## src/rtl/trsm_pkg.sv

```systemverilog
// Shared types and codes for the two-register stack machine.
`default_nettype none

package trsm_pkg;

  localparam int OpW = 3;
  localparam int SelW = 2;
  localparam int StatusW = 2;

  localparam logic [OpW-1:0] OP_ADD  = 3'd0;
  localparam logic [OpW-1:0] OP_SUB  = 3'd1;
  localparam logic [OpW-1:0] OP_MUL  = 3'd2;
  localparam logic [OpW-1:0] OP_DIV  = 3'd3;
  localparam logic [OpW-1:0] OP_MOV  = 3'd4;
  localparam logic [OpW-1:0] OP_PUSH = 3'd5;
  localparam logic [OpW-1:0] OP_POP  = 3'd6;
  localparam logic [OpW-1:0] OP_NOP  = 3'd7;

  localparam logic [StatusW-1:0] ST_OK        = 2'd0;
  localparam logic [StatusW-1:0] ST_DIVZERO   = 2'd1;
  localparam logic [StatusW-1:0] ST_OVERFLOW  = 2'd2;
  localparam logic [StatusW-1:0] ST_UNDERFLOW = 2'd3;

  typedef enum logic {
    ALU_ADD,
    ALU_SUB
  } alu_fn_e;

endpackage

`default_nettype wire

```

## src/rtl/trsm_addsub.sv

```systemverilog
// Shared adder/subtractor used by every arithmetic step of the sequencer.
`default_nettype none

module trsm_addsub import trsm_pkg::*; #(
  parameter int Width = 65
) (
  input  wire logic [Width-1:0] x_i,
  input  wire logic [Width-1:0] y_i,
  input  wire alu_fn_e          fn_i,
  output logic      [Width-1:0] sum_o
);

  logic [Width-1:0] y_eff;

  assign y_eff = (fn_i == ALU_SUB) ? ~y_i : y_i;
  assign sum_o = x_i + y_eff + {{(Width-1){1'b0}}, (fn_i == ALU_SUB)};

endmodule

`default_nettype wire

```

## src/rtl/two_register_stack_machine_core.sv

```systemverilog
// Top level: sequencer, accumulators, word stack and shared adder of the stack machine.
// Add, sub, mov, push, no-op, ignored codes and flagged cases pass EXEC then FIN; pop
// goes EXEC, POP, FIN; mul and div iterate in ITER, one step per cycle on the shared adder.
// The input stalls until the result is registered and the sequencer is back in IDLE, so a
// new item waits for the previous one to finish, and longer while a previous result is held.
// Reset clears the accumulators, stack fill and output valid; stack words stay undefined.
`default_nettype none

module two_register_stack_machine_core import trsm_pkg::*; #(
  parameter int STACK_DEPTH = 16,
  parameter int WORD_BITS   = 64
) (
  input  wire logic                               clk_i,
  input  wire logic                               rst_ni,
  input  wire logic                               in_valid_i,
  output logic                                    in_stall_o,
  input  wire logic [OpW-1:0]                     operation_i,
  input  wire logic [SelW-1:0]                    reg_select_i,
  input  wire logic [WORD_BITS-1:0]               immediate_i,
  output logic                                    out_valid_o,
  input  wire logic                               out_stall_i,
  output logic [WORD_BITS-1:0]                    acc_a_value_o,
  output logic [WORD_BITS-1:0]                    acc_b_value_o,
  output logic [$clog2(STACK_DEPTH+1)-1:0]        stack_used_o,
  output logic [StatusW-1:0]                      status_o
);

  localparam int CntW  = $clog2(STACK_DEPTH + 1);
  localparam int AddrW = (STACK_DEPTH > 1) ? $clog2(STACK_DEPTH) : 1;
  localparam int StepW = $clog2(WORD_BITS);
  localparam logic [StepW-1:0] LastStep = StepW'(WORD_BITS - 1);
  localparam logic [CntW-1:0]  Depth    = CntW'(STACK_DEPTH);

  localparam logic [2:0] S_IDLE = 3'd0;
  localparam logic [2:0] S_EXEC = 3'd1;
  localparam logic [2:0] S_ITER = 3'd2;
  localparam logic [2:0] S_POP  = 3'd3;
  localparam logic [2:0] S_FIN  = 3'd4;

  logic [2:0]           state_q, state_d;
  logic [StepW-1:0]     step_q, step_d;
  logic [CntW-1:0]      count_q, count_d;
  logic [WORD_BITS-1:0] acc_a_q, acc_a_d;
  logic [WORD_BITS-1:0] acc_b_q, acc_b_d;
  logic                 out_valid_q, out_valid_d;

  logic [OpW-1:0]       op_q, op_d;
  logic [SelW-1:0]      sel_q, sel_d;
  logic [WORD_BITS-1:0] imm_q, imm_d;
  logic [WORD_BITS-1:0] work_a_q, work_a_d;
  logic [WORD_BITS-1:0] work_b_q, work_b_d;
  logic [StatusW-1:0]   status_q, status_d;

  logic [WORD_BITS-1:0] out_a_q, out_a_d;
  logic [WORD_BITS-1:0] out_b_q, out_b_d;
  logic [CntW-1:0]      out_cnt_q, out_cnt_d;
  logic [StatusW-1:0]   out_st_q, out_st_d;

  logic [WORD_BITS-1:0] stack_mem [STACK_DEPTH];
  logic [WORD_BITS-1:0] rd_data_q;
  logic                 mem_we;
  logic                 rd_en;
  logic [CntW-1:0]      pop_idx;

  logic [WORD_BITS:0]   alu_x, alu_y, alu_sum;
  alu_fn_e              alu_fn;
  logic [WORD_BITS:0]   div_shift;

  logic                 tgt_ok;
  logic [WORD_BITS-1:0] acc_tgt;
  logic                 wb_en;
  logic [WORD_BITS-1:0] wb_val;

  trsm_addsub #(
    .Width(WORD_BITS + 1)
  ) u_addsub (
    .x_i  (alu_x),
    .y_i  (alu_y),
    .fn_i (alu_fn),
    .sum_o(alu_sum)
  );

  assign tgt_ok    = ~sel_q[1];
  assign acc_tgt   = sel_q[0] ? acc_b_q : acc_a_q;
  assign div_shift = {work_a_q, work_b_q[WORD_BITS-1]};
  assign pop_idx   = count_q - CntW'(1);

  always_comb begin
    state_d     = state_q;
    step_d      = step_q;
    count_d     = count_q;
    acc_a_d     = acc_a_q;
    acc_b_d     = acc_b_q;
    out_valid_d = out_valid_q;
    op_d        = op_q;
    sel_d       = sel_q;
    imm_d       = imm_q;
    work_a_d    = work_a_q;
    work_b_d    = work_b_q;
    status_d    = status_q;
    out_a_d     = out_a_q;
    out_b_d     = out_b_q;
    out_cnt_d   = out_cnt_q;
    out_st_d    = out_st_q;
    alu_fn      = ALU_ADD;
    alu_x       = {1'b0, acc_tgt};
    alu_y       = {1'b0, imm_q};
    mem_we      = 1'b0;
    rd_en       = 1'b0;
    wb_en       = 1'b0;
    wb_val      = imm_q;

    if (out_valid_q && !out_stall_i) begin
      out_valid_d = 1'b0;
    end

    case (state_q)
      S_IDLE: begin
        if (in_valid_i) begin
          op_d    = operation_i;
          sel_d   = reg_select_i;
          imm_d   = immediate_i;
          state_d = S_EXEC;
        end
      end
      S_EXEC: begin
        status_d = ST_OK;
        state_d  = S_FIN;
        if (op_q == OP_PUSH) begin
          if (count_q >= Depth) begin
            status_d = ST_OVERFLOW;
          end else begin
            mem_we  = 1'b1;
            count_d = count_q + CntW'(1);
          end
        end else if (tgt_ok) begin
          case (op_q)
            OP_ADD: begin
              wb_en  = 1'b1;
              wb_val = alu_sum[WORD_BITS-1:0];
            end
            OP_SUB: begin
              alu_fn = ALU_SUB;
              wb_en  = 1'b1;
              wb_val = alu_sum[WORD_BITS-1:0];
            end
            OP_MUL: begin
              work_a_d = '0;
              work_b_d = acc_tgt;
              step_d   = '0;
              state_d  = S_ITER;
            end
            OP_DIV: begin
              if (imm_q == '0) begin
                status_d = ST_DIVZERO;
              end else begin
                work_a_d = '0;
                work_b_d = acc_tgt;
                step_d   = '0;
                state_d  = S_ITER;
              end
            end
            OP_MOV: begin
              wb_en  = 1'b1;
              wb_val = imm_q;
            end
            OP_POP: begin
              if (count_q == '0) begin
                status_d = ST_UNDERFLOW;
              end else begin
                rd_en   = 1'b1;
                state_d = S_POP;
              end
            end
            default: begin
            end
          endcase
        end
      end
      S_ITER: begin
        if (op_q == OP_DIV) begin
          alu_fn = ALU_SUB;
          alu_x  = div_shift;
          alu_y  = {1'b0, imm_q};
          if (!alu_sum[WORD_BITS]) begin
            work_a_d = alu_sum[WORD_BITS-1:0];
          end else begin
            work_a_d = div_shift[WORD_BITS-1:0];
          end
          work_b_d = {work_b_q[WORD_BITS-2:0], ~alu_sum[WORD_BITS]};
        end else begin
          alu_x = {1'b0, work_a_q};
          alu_y = {1'b0, work_b_q};
          if (imm_q[0]) begin
            work_a_d = alu_sum[WORD_BITS-1:0];
          end
          work_b_d = {work_b_q[WORD_BITS-2:0], 1'b0};
          imm_d    = {1'b0, imm_q[WORD_BITS-1:1]};
        end
        step_d = step_q + StepW'(1);
        if (step_q == LastStep) begin
          wb_en   = 1'b1;
          wb_val  = (op_q == OP_DIV) ? work_b_d : work_a_d;
          state_d = S_FIN;
        end
      end
      S_POP: begin
        wb_en   = 1'b1;
        wb_val  = rd_data_q;
        count_d = pop_idx;
        state_d = S_FIN;
      end
      S_FIN: begin
        if (!out_valid_q || !out_stall_i) begin
          out_a_d     = acc_a_q;
          out_b_d     = acc_b_q;
          out_cnt_d   = count_q;
          out_st_d    = status_q;
          out_valid_d = 1'b1;
          state_d     = S_IDLE;
        end
      end
      default: begin
        state_d = S_IDLE;
      end
    endcase

    if (wb_en) begin
      if (sel_q[0]) begin
        acc_b_d = wb_val;
      end else begin
        acc_a_d = wb_val;
      end
    end
  end

  always_ff @(posedge clk_i or negedge rst_ni) begin
    if (!rst_ni) begin
      state_q     <= S_IDLE;
      step_q      <= '0;
      count_q     <= '0;
      acc_a_q     <= '0;
      acc_b_q     <= '0;
      out_valid_q <= 1'b0;
    end else begin
      state_q     <= state_d;
      step_q      <= step_d;
      count_q     <= count_d;
      acc_a_q     <= acc_a_d;
      acc_b_q     <= acc_b_d;
      out_valid_q <= out_valid_d;
    end
  end

  always_ff @(posedge clk_i) begin
    op_q      <= op_d;
    sel_q     <= sel_d;
    imm_q     <= imm_d;
    work_a_q  <= work_a_d;
    work_b_q  <= work_b_d;
    status_q  <= status_d;
    out_a_q   <= out_a_d;
    out_b_q   <= out_b_d;
    out_cnt_q <= out_cnt_d;
    out_st_q  <= out_st_d;
  end

  always_ff @(posedge clk_i) begin
    if (mem_we) begin
      stack_mem[count_q[AddrW-1:0]] <= imm_q;
    end
  end

  always_ff @(posedge clk_i) begin
    if (rd_en) begin
      rd_data_q <= stack_mem[pop_idx[AddrW-1:0]];
    end
  end

  assign in_stall_o    = (state_q != S_IDLE);
  assign out_valid_o   = out_valid_q;
  assign acc_a_value_o = out_a_q;
  assign acc_b_value_o = out_b_q;
  assign stack_used_o  = out_cnt_q;
  assign status_o      = out_st_q;

endmodule

`default_nettype wire
```

## config.mk

```make
export PLATFORM = sky130hd
export DESIGN_NAME = two_register_stack_machine_core
export DESIGN_NICKNAME = d
export VERILOG_FILES = /design/src/rtl/trsm_pkg.sv /design/src/rtl/trsm_addsub.sv /design/src/rtl/two_register_stack_machine_core.sv
export SDC_FILE = /design/constraint.sdc
export NUM_CORES = 2
export LEC_CHECK = 0
export BUFFER_PORTS_ARGS = -buffer_cell sky130_fd_sc_hd__buf_2
export CORE_MARGIN = 4
export CORE_UTILIZATION = 50
export CTS_BUF_LIST = sky130_fd_sc_hd__clkbuf_8
export DETAILED_ROUTE_END_ITERATION = 8
export GPL_TIMING_DRIVEN = 0
export PLACE_DENSITY_LB_ADDON = 0.12
export SYNTH_ARGS = -nofsm -noshare
export SYNTH_HDL_FRONTEND = slang
export SYNTH_SLANG_ARGS = --single-unit
```

## constraint.sdc

```tcl
create_clock -name clk_i -period 9.94 [get_ports clk_i]
set_clock_uncertainty 0.15 [all_clocks]
set_input_delay 0.994 -clock clk_i [delete_from_list [all_inputs] [get_ports clk_i]]
set_output_delay 0.994 -clock clk_i [all_outputs]
set_load 0.01 [all_outputs]
```

# After elaboration in Yosys (flattened, before gate mapping)
# Memories as Yosys holds them, arrays and structs flattened. A register that Yosys moved wholly into a read port is not among the register bits.
# Index checks and enable logic that the tools add are counted.
# totals
register_bits	477
mem_bits_rw	1024
in_bits	73
out_inout_bits	137
wordCells	144
n_memories	1
# memory_table
memory	depth	word_bits	read_ports	rd_ports_with_merged_regs	wr	line_no	rtl
stack_mem	16	64	1	1	1	two_register_stack_machine_core.sv:59	logic [WORD_BITS-1:0] stack_mem [STACK_DEPTH];
# op_classes
addsub	5
order_cmp	1
eq_ne	21
muxes	75
n_bitwise	3
reduce_logical	22
# ops
operator	n
64-bit two-way mux	19
64-bit one-hot mux with 2 select lines	5
65-bit two-way mux	3
64-bit one-hot mux with 3 select lines	1
65-bit by 1-bit adder with 65-bit output	1
65-bit adder	1
64-bit inverter with 65-bit output	1
64-bit zero test	1
6-bit one-hot mux with 2 select lines	2
1-bit two-way mux	23
3-bit two-way mux	7
6-bit two-way mux	3
2-bit inequality test (second input constant)	8
3-bit one-hot mux with 5 select lines	1
3-bit by 2-bit == test with 1-bit output (second input constant)	4
3-bit == test (second input constant)	4
5-bit two-way mux	2
5-bit one-hot mux with 2 select lines	1
3-bit one-hot mux with 3 select lines	1
3-bit AND reduction	3
2-bit two-way mux	4
2-bit AND reduction	4
6-bit by 1-bit adder with 6-bit output (second input constant)	1
3-bit by 1-bit == test with 1-bit output (second input constant)	2
20 further kinds	25

# Depth between registers and ports, before layout
# logic_depth
word_depth	13
ltp_mapped	25
depth_no_buf	18

# Modules after synthesis
# From an unflattened synthesis, not the netlist that was laid out.
# unflattened
hier_cells	4427
area_unflattened_um2	68530.7
# modules_own_cells
module	n_inst	cells_per_inst	area_per_inst_um2	seq_area_each_um2
two_register_stack_machine_core	1	3779	63947.6	46279.4
trsm_addsub	1	648	4583.1	0.0

# Least setup slack after synthesis
# Ideal clock, no wire load.
# synth_timing
path_kind	register -> register
start	reg count_q[0]
end	reg rd_data_q[0], read port of stack_mem, enable pin
setup_time_ns	0.646
arrival_ns	8.289
required_ns	9.144
slack_ns	0.856
path_stages_with_launch	8
path_buffers	3
period_less_slack_ns	9.084
cell_sequence	dfrtp_1 > clkbuf_1 > buf_1 > clkbuf_1 > inv_1 > ha_1 > nor3b_1 > nor4_1
# synth_between
elab_chain_cells	6
elab_cells_between_ends	7
cone_classes	1 x add/sub; 5 x mux; 1 x reduce/logical
# synth_rtl
element	line_no	rtl
from (decl)	two_register_stack_machine_core.sv:42	logic [CntW-1:0] count_q, count_d;
from (signal assigned)	two_register_stack_machine_core.sv:248	count_q <= count_d;
5-bit zero test	two_register_stack_machine_core.sv:168	if (count_q == '0) begin
1-bit two-way mux	two_register_stack_machine_core.sv:168	
1-bit two-way mux	two_register_stack_machine_core.sv:137	case (op_q)
1-bit two-way mux	two_register_stack_machine_core.sv:136	end else if (tgt_ok) begin
1-bit two-way mux	two_register_stack_machine_core.sv:129	if (op_q == OP_PUSH) begin
1-bit two-way mux	two_register_stack_machine_core.sv:117	case (state_q)
via rd_en	two_register_stack_machine_core.sv:62	logic rd_en;
to (decl)	two_register_stack_machine_core.sv:60	logic [WORD_BITS-1:0] rd_data_q;
# The timed path passes the listed nets, and every way through them passes these cells.
# A chain may end at the register's enable or synchronous reset.

# Worst setup path in the final report
# layout_timing
start	reg op_q[2]
end	reg work_a_q[54] (data pin)
# layout_between
elab_chain_cells	11
elab_cells_between_ends	24
cone_classes	2 x add/sub; 4 x eq/ne; 17 x mux; 1 x bitwise
# layout_rtl
element	line_no	rtl
from (decl)	two_register_stack_machine_core.sv:47	logic [OpW-1:0] op_q, op_d;
from (signal assigned)	two_register_stack_machine_core.sv:256	op_q <= op_d;
3-bit by 1-bit == test with 1-bit output	two_register_stack_machine_core.sv:137	
1-bit two-way mux	two_register_stack_machine_core.sv:137	
1-bit two-way mux	two_register_stack_machine_core.sv:136	
1-bit two-way mux	two_register_stack_machine_core.sv:129	
1-bit one-hot mux with 2 select lines	two_register_stack_machine_core.sv:117	
65-bit two-way mux	trsm_addsub.sv:15	assign y_eff = (fn_i == ALU_SUB) ? ~y_i : y_i;
65-bit adder	trsm_addsub.sv:16	assign sum_o = x_i + y_eff + {{(Width-1){1'b0}}, (fn_i == ALU_SUB)};
65-bit by 1-bit adder with 65-bit output	trsm_addsub.sv:16	
64-bit two-way mux (on tied branches)	two_register_stack_machine_core.sv:194, two_register_stack_machine_core.sv:185	
64-bit two-way mux	two_register_stack_machine_core.sv:181	if (op_q == OP_DIV) begin
64-bit one-hot mux with 2 select lines (*)	two_register_stack_machine_core.sv:117	
to (signal assigned)	two_register_stack_machine_core.sv:259	work_a_q <= work_a_d;
to (decl)	two_register_stack_machine_core.sv:50	logic [WORD_BITS-1:0] work_a_q, work_a_d;
# Every way passes the cells marked *; elsewhere a longest branch is shown, timed or not. The select of a mux whose other input is x is not followed.

==> flow_summary.json <==
{
  "period_share": 1.01,
  "crit_type": "flop to flop",
  "dieArea_sq_um": 144000,
  "htreeDepth": 5,
  "worst_slack_ns": -0.148,
  "clock.fmax_ghz": 0.0991,
  "yosysSeqAreaShare": 0.670,
  "gr-usage-all-layers": 0.357,
  "clkLatencyLatePin_ns": 1.01,
  "drt_iter0_drc": 6754,
  "critPathLaunchType": "flop",
  "outcome": "finished, violations left",
  "worst_ep_arrival_time_ns": 10.81,
  "holdWs_ns": 0.103,
  "routed_wl_um": 260000,
  "register_area_sq_um": 46300,
  "crit_family": "buffers and inverters",
  "hold_path.startpoint": "immediate_i[56]",
  "tns_ns": -0.367,
  "critPathMaxFanout": 10,
  "min_path_type": "input port to flop",
  "crit_path_start": "op_q[2]",
  "final_area_sq_um": 79000,
  "netlist_area_sq_um": 69100,
  "num-fill-cells": 11000,
  "post_cts_buffers": 0,
  "synth_warnings": 0,
  "place.port_buffers": 209,
  "powerDensity_nw_per_um2": 335,
  "start_util": 0.503,
  "remaining_drc_errors": 0,
  "final_util": 0.576,
  "worstPathRequired_ns": 10.67,
  "ff2ff_setup_slack_ns": -0.15,
  "finalMaxSlewViolations": 40,
  "ys.flop_type": "edfxtp_1",
  "ios": 210,
  "p_leak_nw": 27.2,
  "grt_pass1_wl_um": 361000,
  "num_vias": 47300,
  "final-hold-violation-count": 0,
  "core_area_sq_um": 137000,
  "multiInputGateArea_sq_um": 21700,
  "cp_slowest_cell": "nor4_1",
  "dpl_cell_area_sq_um": 74000,
  "syn_avg_cell_area_sq_um": 14.8,
  "syn_to_final_growth_pct": 14.4,
  "fin_nets": 5393,
  "crit_buf_inv": 8,
  "cts_buffer_depth": 4,
  "end_kind": "flop",
  "cts_sinks": 1565,
  "ant_nets": 0,
  "max_stage_delay_ns": 0.94,
  "wl_per_cell_um": 35.8,
  "place_hpwl_um": 187000,
  "root_buffer": "clkbuf_8",
  "rr_startpoint": "op_q[2]",
  "grt_max_degree": 89,
  "clkTransAtPathRegs_ns": 0.06,
  "cts_buffers": 277,
  "antenna_found_initial": 20,
  "drt-pass1-iter-count": 9,
  "syn-num-nets": 4824,
  "drv_cap": 6,
  "slew_headroom": -0.0467,
  "cts_tree": "built",
  "die_w_um": 380,
  "min_period_ns": 10.09,
  "preCtsSetupSlack_ns": -0.301,
  "drive_above_1_share": 0.188,
  "synth_edf_count": 1422,
  "violations": "max-capacitance violations, max-slew violations, negative setup slack",
  "tightest_slew_ns": 1.56,
  "ys_ff_latch": 1565,
  "via_per_inst": 6.52,
  "grt_pass1_vias": 46100,
  "final_cells": 7253,
  "synth_cells": 4681,
  "die_h_um": 380,
  "rows": 136,
  "dp.cells": 6759,
  "crit_chain": "clkbuf_1, inv_1, nand3_1, clkbuf_1, clkbuf_1, clkbuf_1, clkbuf_1, nand2_1, a31oi_1, ha_1, and3_1, clkbuf_1, nand2_1, a21oi_1, nor4_1, and4b_1, o31ai_1, a211o_1, buf_2, nor2_1, nor2_4, o211ai_1, o211a_1",
  "grt-ovfl-total": 0,
  "vdd_drop_max_mv": 0.177,
  "rsz0062_at_grt": "no",
  "crit_top_cell": "clkbuf_1",
  "power_mw": 26.5,
  "finalSetupViolCount": 6,
  "gp_congestion": 1.06,
  "synth_cell_type_count": 77,
  "synthArstFlopShare": 0.0914
}
[synthesized netlist by cell type (12+ instances only)]
master	n	area (sq um)
edfxtp_1	1422	42700
nand2_1	662	2480
mux4_2	320	7210
o21ai_0	276	1380
clkbuf_1	267	1000
nor2_1	266	998
a21oi_1	189	946
dfrtp_1	143	3580
a211oi_1	117	878
nor2b_1	103	644
mux2i_1	93	931
xor2_1	91	797
a31oi_1	80	500
ha_1	69	863
xnor2_1	41	359
a221oi_1	39	342
nor3_1	37	185
nand4_1	35	219
and3_1	34	213
buf_1	30	113
a21o_1	29	218
inv_1	28	105
o22ai_1	26	163
a311oi_1	23	201
nor4_1	22	138
o21bai_1	22	165
nand3_1	18	90.1
o21a_1	18	135
o221ai_1	16	140
a221o_1	12	120
[cells in the final DEF, fill, tap and decap left out, drive strengths merged, types with 22 or more instances in the layout]
master  instances
edfxtp       1422
nand2         662
clkbuf        565
buf           325
mux4          320
o21ai         282
nor2          266
a21oi         189
dfrtp         143
a211oi        119
inv           107
nor2b         103
mux2i          93
xor2           91
clkinv         84
a31oi          82
ha             69
xnor2          41
a221oi         39
nor3           37
nand4          35
and3           34
a21o           29
o22ai          26
a311oi         23
o21bai         23
nor4           22
[per-layer routing]
| layer | wire [um] | vias to the layer above | GRT usage |
|---|---|---|---|
| li1 | - | 19400 | - |
| met1 | 101000 | 24200 | 0.495 |
| met2 | 116000 | 3075 | 0.533 |
| met3 | 27200 | 642 | 0.0804 |
| met4 | 15200 | 6 | 0.189 |
| met5 | 36 | - | 0 |
[timing repair]
action	in CTS	in global routing
hold endpoints to repair	60	0
hold buffers	6	0
endpoints found under the setup margin	6	13
gates resized for setup	1	5
[kinds of logic (layout without fill, tap and decap cells)]
group                      Yosys count  in the layout  synth area share
AOI/OAI and AO/OA                  928            928            0.0855
adders and majority gates           70             70            0.0128
other                                0             16                 0
buffers and inverters              337           1099            0.0186
and+or+nand+nor                   1229           1229            0.0775
DFF                               1565           1565             0.670
xor gates and xnor gates           132            132            0.0167
muxes                              420            420             0.119
[where the power goes]
group          internal (mW)  switching [mW]
Sequential              8.50            1.06
Clock                   2.88            2.64
Combinational           4.10            7.30
Total                   15.5            11.0
[worst paths after layout]
path                                endpoint  depth (start not counted)
worst max-delay path            work_a_q[54]                         23
worst min register to register   status_o[0]                          0
min in group asynchronous        acc_a_q[56]                          2
worst max register to register  work_a_q[54]                         23
worst min-delay path               imm_q[56]                          3
max in group asynchronous        acc_a_q[36]                          3
[flip-flops by register name, indices dropped and copies added (netlist names)]
register	count
work_a_q	64
stack_mem	1024
out_valid_o	1
status_q	2
rd_data_q	64
acc_a_value_o	64
imm_q	64
work_b_q	64
op_q	3
status_o	2
stack_used_o	5
state_q	3
acc_b_value_o	64
acc_a_q	64
acc_b_q	64
count_q	5
step_q	6
sel_q	2
[tightest hold or removal path: cells and delay by family]
| family | cells | cell delay [ns] |
|---|---|---|
| AND/OR/NAND/NOR | 2 | 0.09 |
| buffers and inverters | 1 | 0.07 |
[final cells by class]
cell class                 count  area share
sequential                  1565       0.586
multi-input combinational   2779       0.275
clock buffer                 298      0.0519
timing repair buffer         290      0.0317
tap                         1794      0.0284
buffer                       308      0.0150
clock inverter               174      0.0108
inverter                      29     0.00144
antenna                       16    0.000507
(Power assumes the default switching activity.)
